## src/design/snd_pkg.sv

```systemverilog
// snd_pkg: shared types and constants for the signed non-restoring 64/32 divider
// used by snd_step, the top level signed_nonrestoring_div_64_32 and snd_checker
// no dependencies
package snd_pkg;

  // word width of every operand and of the quotient
  localparam int unsigned Width = 32;
  // number of division steps, one pipeline stage each
  localparam int unsigned Steps = 32;

  // state of one division in flight
  typedef struct packed {
    logic [Width-1:0] lo;   // remaining low dividend bits, shifted left each step
    logic [Width-1:0] hi;   // partial remainder
    logic [Width-1:0] dv;   // divisor
    logic             q;    // previous q bit
    logic             t;    // pending quotient bit
    logic [Width-1:0] acc;  // collected quotient bits
  } step_t;

endpackage

```

## src/design/snd_step.sv

```systemverilog
// snd_step: one non-restoring division step followed by a pipeline register
// depends on snd_pkg (step_t, Width)
module snd_step (
  input  logic           clk_i,
  input  logic           rst_ni,
  input  logic           en_i,
  input  logic           valid_i,
  input  snd_pkg::step_t data_i,
  output logic           valid_o,
  output snd_pkg::step_t data_o
);

  logic                     m;
  logic                     top;
  logic [snd_pkg::Width-1:0] hi_shl;
  logic [snd_pkg::Width:0]   sum;
  logic                     cy;
  logic                     q_new;
  snd_pkg::step_t           data_d;
  snd_pkg::step_t           data_q;
  logic                     valid_q;

  // shift the dividend, then subtract or add the divisor
  always_comb begin
    m      = data_i.dv[snd_pkg::Width-1];
    top    = data_i.hi[snd_pkg::Width-1];
    hi_shl = {data_i.hi[snd_pkg::Width-2:0], data_i.lo[snd_pkg::Width-1]};
    if (data_i.q == m) begin
      sum = {1'b0, hi_shl} - {1'b0, data_i.dv};
    end else begin
      sum = {1'b0, hi_shl} + {1'b0, data_i.dv};
    end
    // carry of the add, or borrow of the subtract
    cy     = sum[snd_pkg::Width];
    q_new  = top ^ cy ^ m;

    data_d.lo  = {data_i.lo[snd_pkg::Width-2:0], 1'b0};
    data_d.hi  = sum[snd_pkg::Width-1:0];
    data_d.dv  = data_i.dv;
    data_d.q   = q_new;
    data_d.t   = (q_new == m);
    data_d.acc = {data_i.acc[snd_pkg::Width-2:0], data_i.t};
  end

  // valid bit
  always_ff @(posedge clk_i or negedge rst_ni) begin
    if (!rst_ni) begin
      valid_q <= 1'b0;
    end else if (en_i) begin
      valid_q <= valid_i;
    end
  end

  // payload
  always_ff @(posedge clk_i) begin
    if (en_i) begin
      data_q <= data_d;
    end
  end

  assign valid_o = valid_q;
  assign data_o  = data_q;

endmodule

```

## config.mk

```make
export PLATFORM = sky130hd
export DESIGN_NAME = snd_step
export DESIGN_NICKNAME = d
export VERILOG_FILES = /design/src/design/snd_pkg.sv /design/src/design/snd_step.sv
export SDC_FILE = /design/constraint.sdc
export NUM_CORES = 1
export LEC_CHECK = 0
export BUFFER_PORTS_ARGS = -buffer_cell sky130_fd_sc_hd__buf_2
export CORE_MARGIN = 2
export CORE_UTILIZATION = 44
export DETAILED_ROUTE_END_ITERATION = 10
export PLACE_DENSITY = 0.84
export SYNTH_ARGS = -nofsm -noshare
export SYNTH_HDL_FRONTEND = slang
export SYNTH_SLANG_ARGS = --single-unit
```

## constraint.sdc

```tcl
create_clock -name clk_i -period 0.8 [get_ports clk_i]
set_input_delay 0.08 -clock clk_i [delete_from_list [all_inputs] [get_ports clk_i]]
set_output_delay 0.08 -clock clk_i [all_outputs]
set_load 0.01 [all_outputs]
```

After elaboration in Yosys (flattened, before gate mapping)

Cells that the tools add are included.

Register bits: 130
Input bits: 134
Output and inout bits: 131
Word-level logic and storage cells: 14

Add/subtract/negate cells: 2
Equal/unequal tests: 2
Muxes and demuxes: 1
Bitwise gates (word level): 2

Operator list:

| kind                                           | number |
|---|---|
| 32-bit by 32-bit adder with 33-bit output      | 1 |
| 33-bit 2-to-1 mux                              | 1 |
| 32-bit by 32-bit subtractor with 33-bit output | 1 |
| 1-bit == test                                  | 2 |
| 1-bit XOR                                      | 2 |

Depth between registers and ports, before layout

Gate-level depths: netlist of run 1.

Depth in word-level cells: 5
Depth in mapped cells: 16
Gate-level depth less buffers: 15

Worst setup path before layout of run 1

No wires, ideal clock.

Path type: input-to-reg
Start: input port data_i[37] (netlist bit)
End: register data_q (netlist bit data_o[93]) (data pin)
Data arrival time: 2844 ps
Required time: 540 ps
Slack: -2304 ps
Stages on the path: 14
Buffers on the path: 0
Cell sequence: nor3_1 and3_1 and2_1 nand2_1 o21ai_0 xor2_1 ha_1 and2_1 and3_1 a32o_1 a211oi_2 a311oi_2 a41oi_1 xnor2_1

RTL lines:

| item                   | line           | RTL |
|---|---|---|
| start: declaration     | snd_step.sv:8  | `input snd_pkg::step_t data_i,` |
| end signal: assignment | snd_step.sv:57 | `data_q <= data_d;` |
| end: declaration       | snd_step.sv:20 | `snd_pkg::step_t data_q;` |

==> results.json, run 1 <==
{
  "htree_levels": 4,
  "fillers": 560,
  "met1_usage_pct": 34.8,
  "clk_pin_slew_ns": 0.06,
  "grt_max_degree": 55,
  "gr-total-overflow": 0,
  "yosysWarnings": 0,
  "synthTopCellsByArea": "edfxtp_1 (61%), ha_1 (6.5%), xnor2_1 (4.6%), xor2_1 (3.6%), a21oi_1 (3.0%)",
  "hold_slack_ns": 0.0365,
  "hold-path-endpoint": "data_o[56]",
  "synth_cell_types": 61,
  "drt_wl_total_mm": 31.7,
  "grt_pass1_vias": 6934,
  "initialDrtViolationCount": 989,
  "required_ns": 0.96,
  "detailed_place_hpwl_mm": 15.0,
  "final-setup-viol-count": 165,
  "clock_sinks": 130,
  "rows": 43,
  "grt_util_met2_pct": 57.2,
  "area_growth_pct": 94.1,
  "first_pass_iters": 6,
  "die_area_sq_um": 15400,
  "status": "finished, violations left",
  "slowest_stage": "or4_4",
  "violations": "negative setup slack",
  "hp-class": "input pin to flop",
  "critical_path.max_fanout": 5,
  "power.static_leakage_nw": 5.38,
  "multiInputGateArea_sq_um": 3380,
  "holdCritStartpoint": "data_i[56]",
  "fp.dieH_um": 124,
  "crit_cells": 17,
  "nets": 1227,
  "core_region_area_sq_um": 14000,
  "worstMarginPinSlew_ns": 0.595,
  "synth_edf_count": 129,
  "synth_top_area_share_pct": 61.0,
  "max_freq_ghz": 0.302,
  "cp_num_buf_inv": 4,
  "critical_path_class": "input pin to flop",
  "regArea_sq_um": 3900,
  "remaining_drc_errors": 0,
  "rr_worst_depth": 2,
  "start_util_pct": 45.4,
  "fin_crit_ns": 3.31,
  "rrSetupSlack_ns": -0.09,
  "finClkSkew_ns": 0,
  "start_kind": "input pin",
  "critPathCaptureType": "flop",
  "io_pins": 265,
  "cap_violations": 0,
  "die_w_um": 124,
  "synth.avg_cell_area_sq_um": 13.1,
  "antenna_found_initial": 2,
  "critical_path.cell_chain": "buf_6, or4_4, nor3_4, buf_6, nand3_4, nor4_4, nor2_1, xnor2_1, ha_1, buf_4, inv_1, o21bai_1, a21oi_2, o21ai_0, a31oi_1, o31ai_2, xor2_1",
  "syn-cell-area_sq_um": 6350,
  "grt_usage_pct": 32.4,
  "root_buffer": "clkbuf_16",
  "fin_crit_sh_pct": 414,
  "rsz0062_at_grt": "yes",
  "setup_ws_ns": -2.51,
  "max_stage_delay_ns": 0.55,
  "busiest_layer": "met2",
  "critPathArrivalTime_ns": 3.47,
  "clockBufferDepth": 2,
  "ys_ff_latch": 130,
  "syn_inst": 483,
  "min_path_cells": 2,
  "critical_path.top_delay_family": "simple AND/OR/NAND/NOR gates",
  "maxSlewHeadroom_pct": 59.9,
  "ys.flop_type": "edfxtp_1",
  "synth_largest_area_cell": "edfxtp_1",
  "dp_worst_setup_slack_ns": -2.60,
  "port_buffers": 262,
  "timing.rr.start": "valid_o",
  "routed_via_density": 6.01,
  "cts_tree": "yes",
  "drv_slew": 0,
  "syn-num-nets": 651,
  "crit_top_cell": "buf_6",
  "clkLatencyLatePin_ns": 0.42,
  "place.gp.congestion": 0.914,
  "drtAntennaViolNets": 0,
  "ys_seq_area_share_pct": 61.4,
  "p_total_w": 0.0273,
  "drive_gt1_share_pct": 61.4,
  "cts-buffers-inserted": 17,
  "routedWlPerCell_um": 25.3,
  "use_met3_pct": 6.78,
  "rr_endpoint": "valid_o",
  "finalHoldViolations": 0,
  "grt_pass1_wl_mm": 36.9,
  "ys_async_sr_fraction_pct": 0.769,
  "via_count": 7541,
  "cellPowerDensity_nw_per_um2": 2210,
  "peakVddDrop_mv": 1.78
}
cells in the final DEF, fill, tap and decap left out, types with 6 or more instances in the layout:
cell,count
a21oi_4,7
xnor2_2,10
buf_2,247
xor2_1,20
ha_4,10
a21o_1,11
buf_12,6
edfxtp_1,129
nor2_4,8
o21ai_1,6
o21ai_0,8
a21oi_2,23
buf_4,169
ha_1,20
nor2_1,17
xnor2_1,24
dlygate4sd3_1,91
nand4_1,6
inv_1,11
nand2_1,20
o21ai_2,11
a21oi_1,10
clkbuf_16,17
o31ai_4,6
buf_6,46
registers in the layout, indices dropped and copies added, names as in the netlist:
signal,count
data_o,129
valid_o,1
metrics by stage:
step | std cells | cell area (sq um) | util, % | TNS (ns)
3_3_place_gp | 1073 | 9250 | 66.1 | -67.21
5_1_grt | 1254 | 12300 | 88.1 | -91.71
6_report | 1254 | 12300 | 88.1 | -87.41
2_1_floorplan | 483 | 6550 | - | -53.40
4_1_cts | 1226 | 11500 | 82.2 | -78.42
3_5_place_dp | 1073 | 9250 | 66.1 | -71.57
what timing repair did:
action	4_1_cts	5_1_grt
gates resized for setup	112	122
gates cloned	1	0
setup buffers	34	36
pin swaps	55	85
hold endpoints to repair	90	0
setup endpoints to repair	163	164
hold buffers	91	0
area by class of cell:
cell class	count	share of cell area (%)
timing repair buffer	564	33.5
sequential	130	31.6
multi-input combinational	333	27.5
clock buffer	18	3.48
tap	180	1.83
clock inverter	14	1.64
inverter	13	0.416
antenna	2	0.0406
metal layers:
metal  vias to the layer above  share of wire [%]
li1                       2997                  -
met1                      3512                 33
met2                       749                 47
met3                       283                 11
met4                         0                9.5
met5                         -                  0
cells by family after synthesis:
kind of cell / Yosys count / synth area share [%]
flip-flops: 130 / 61.4
adder cells (fa/ha/maj): 34 / 6.82
other: 1 / 0.0591
AO/OA/AOI/OAI: 124 / 12.9
buffers and inverters: 21 / 1.32
multiplexers: 3 / 0.493
AND/OR/NAND/NOR: 110 / 8.63
XOR/XNOR: 60 / 8.39
how the worst max path moves through the flow:
stage / slack (ns) / startpoint / endpoint
after floorplan: -2.09 / data_i[50] / data_o[97]
after global placement: -2.50 / data_i[41] / data_o[93]
after detailed placement: -2.60 / data_i[41] / data_o[93]
after CTS: -2.03 / data_i[50] / data_o[97]
after global routing: -2.48 / data_i[50] / data_o[96]
final: -2.51 / data_i[50] / data_o[96]
where the power goes:
part / total [W] / internal (W) / switching [W]
clock network: 0.00855 / 0.00527 / 0.00328
registers: 0.00885 / 0.00856 / 0.000283
logic: 0.00989 / 0.00473 / 0.00516
synthesized netlist by cell type (all sizes together) (2+ instances only):
cell type	number
clkbuf	5
buf	3
nand3	4
or3	4
o21a	6
a31oi	6
edfxtp	129
xor2	26
or2	2
nor3	11
a21o	11
nor4	5
ha	33
a21oi	40
inv	13
or4	4
a311oi	2
mux2i	2
nand4	6
a211oi	5
nor2	30
and2	3
and3	3
o41ai	2
o21bai	2
nand2b	2
nor2b	5
xnor2	34
o21ai	28
o31ai	9
o211ai	5
nand2	30
No activity file was read; power rests on OpenSTA's default activity.
==> run 2, diff against run 1 <==
- CORE_UTILIZATION: 44 -> 48
- PLACE_DENSITY: 0.84 -> 0.87
- SKIP_CTS_REPAIR_TIMING: unset -> 1
- clock period: 0.8 -> 3.6 ns (I/O delays scaled with it)
==> run 2 against run 1 <==
The run now ends clean. Non-clock buffer count shrank 238. Global-route usage shrank 8.6 points. Critical path depth shrank 2. Cell area shrank 27%. Clock power shrank 79%. Highest routed layer unchanged.
==> results.json, run 2 (same netlist as run 1, synthesis figures left out) <==
{
  "cap_violations": 0,
  "finalHoldViolations": 0,
  "grt_usage_pct": 23.7,
  "drive_gt1_share_pct": 44.9,
  "cts_tree": "yes",
  "fin_crit_sh_pct": 91.8,
  "start_kind": "input pin",
  "critical_path_class": "input pin to flop",
  "maxSlewHeadroom_pct": 48.1,
  "slowest_stage": "a211o_1",
  "gr-total-overflow": 0,
  "htree_levels": 4,
  "min_path_cells": 1,
  "core_region_area_sq_um": 13100,
  "layout.cells.non_filler": 1009,
  "switchingPower_w": 0.00137,
  "grt_pass1_wl_mm": 25.5,
  "fin_util_pct": 68.4,
  "remaining_drc_errors": 0,
  "grt_max_degree": 76,
  "die_w_um": 119,
  "grt_pass1_vias": 5009,
  "final-setup-viol-count": 0,
  "antenna_found_initial": 0,
  "fin_crit_ns": 3.30,
  "worst_setup_path_startpoint": "data_i[41]",
  "clock_sinks": 130,
  "finClkSkew_ns": 0,
  "first_pass_iters": 5,
  "routed_via_density": 5.12,
  "rrSetupSlack_ns": 2.81,
  "hold_slack_ns": 0.114,
  "drv_slew": 0,
  "routedWlPerCell_um": 16.5,
  "critPathCaptureType": "flop",
  "clkLatencyLatePin_ns": 0.41,
  "drtAntennaViolNets": 0,
  "n_antenna_cell": 0,
  "cellPowerDensity_nw_per_um2": 549,
  "layout_commonest_cell": "buf_2",
  "via_count": 5169,
  "clk_pin_slew_ns": 0.06,
  "max_stage_delay_ns": 0.35,
  "p_seq_share_pct": 39.6,
  "initialDrtViolationCount": 399,
  "placed_cells": 976,
  "place.gp.congestion": 0.934,
  "area_growth_pct": 41.0,
  "rr_endpoint": "valid_o",
  "timing.rr.start": "valid_o",
  "cts-buffers-inserted": 17,
  "holdCritStartpoint": "data_i[114]",
  "nets": 988,
  "power_frac_comb_pct": 24.7,
  "postPlaceCellArea_sq_um": 8330,
  "drt_wl_total_mm": 16.6,
  "worstMarginPinSlew_ns": 0.778,
  "swShare_pct": 27.9,
  "layout_common_cells": "buf_2 (261), edfxtp_1 (129), buf_4 (63), a21oi_1 (38)",
  "fp.dieH_um": 119,
  "largest_reg_flops": 129,
  "final_area_sq_um": 8950,
  "critical_path.cell_chain": "buf_2, nor4_1, buf_4, and2_1, nand2_1, o31ai_1, xor2_1, ha_1, a21oi_1, o21ai_0, a22o_1, a211o_1, a21oi_2, xnor2_2, xnor2_1",
  "rows": 42,
  "status": "complete, no violations",
  "required_ns": 3.77,
  "start_util_pct": 48.5,
  "critPathArrivalTime_ns": 3.48,
  "clockBufferDepth": 2,
  "critical_path.max_fanout": 5,
  "peakVddDrop_mv": 0.312,
  "setup_tns_ns": 0,
  "hold-path-endpoint": "data_o[115]",
  "port_buffers": 262,
  "power.static_leakage_nw": 3.91,
  "root_buffer": "clkbuf_16",
  "hp-class": "input pin to flop",
  "power_frac_clock_pct": 35.8,
  "rsz0062_at_grt": "no",
  "rr_worst_depth": 1,
  "max_freq_ghz": 0.303,
  "intPower_w": 0.00354,
  "die_area_sq_um": 14200,
  "detailed_place_hpwl_mm": 13.1,
  "io_pins": 265
}
run 2: per-layer routing:
metal | vias to the layer above | part of all wire, % | track usage, %
li1 | 2518 | - | -
met1 | 2415 | 39 | 26.4
met2 | 209 | 53 | 42.9
met3 | 27 | 6.5 | 5.94
met4 | 0 | 2.1 | 10.3
met5 | - | 0 | 0
run 2: critical path, delay by kind of cell:
family | cells | cell delay [ns]
AO/OA/AOI/OAI | 6 | 1.46
adder cells (fa/ha/maj) | 1 | 0.30
buffers and inverters | 2 | 0.29
AND/OR/NAND/NOR | 3 | 0.63
XOR/XNOR | 3 | 0.43
run 2: cell type report:
type	count	area [sq um]
timing repair buffer	326	1810
sequential	130	3900
inverter	13	48.8
multi-input combinational	332	2370
clock buffer	18	429
fill	966	4130
tap	176	220
clock inverter	14	178
run 2: how the worst max path moves through the flow:
stage                             to  slack (ns)  cells past startpoint
after floorplan           data_o[93]        0.22                     14
after global placement    data_o[97]       -0.03                     15
after detailed placement  data_o[33]       -0.07                     15
after CTS                 data_o[95]        0.33                     14
after global routing      data_o[33]        0.05                     15
final                     data_o[33]        0.30                     15
run 2: through the flow:
stage,setup WS [ns],total power (W)
2_1_floorplan,0.216,0.00262
4_1_cts,0.332,0.00495
3_5_place_dp,-0.0696,0.00318
6_report,0.296,0.00491
5_1_grt,0.0454,0.00515
3_3_place_gp,-0.0270,0.00315
run 2: power groups by stage:
stage | registers [W] | logic, W | clock network (W)
6_report | 0.00194 | 0.00121 | 0.00176
3_5_place_dp | 0.00198 | 0.00120 | 0
5_1_grt | 0.00196 | 0.00132 | 0.00187
3_3_place_gp | 0.00197 | 0.00118 | 0
2_1_floorplan | 0.00208 | 0.000533 | 0
4_1_cts | 0.00194 | 0.00121 | 0.00180
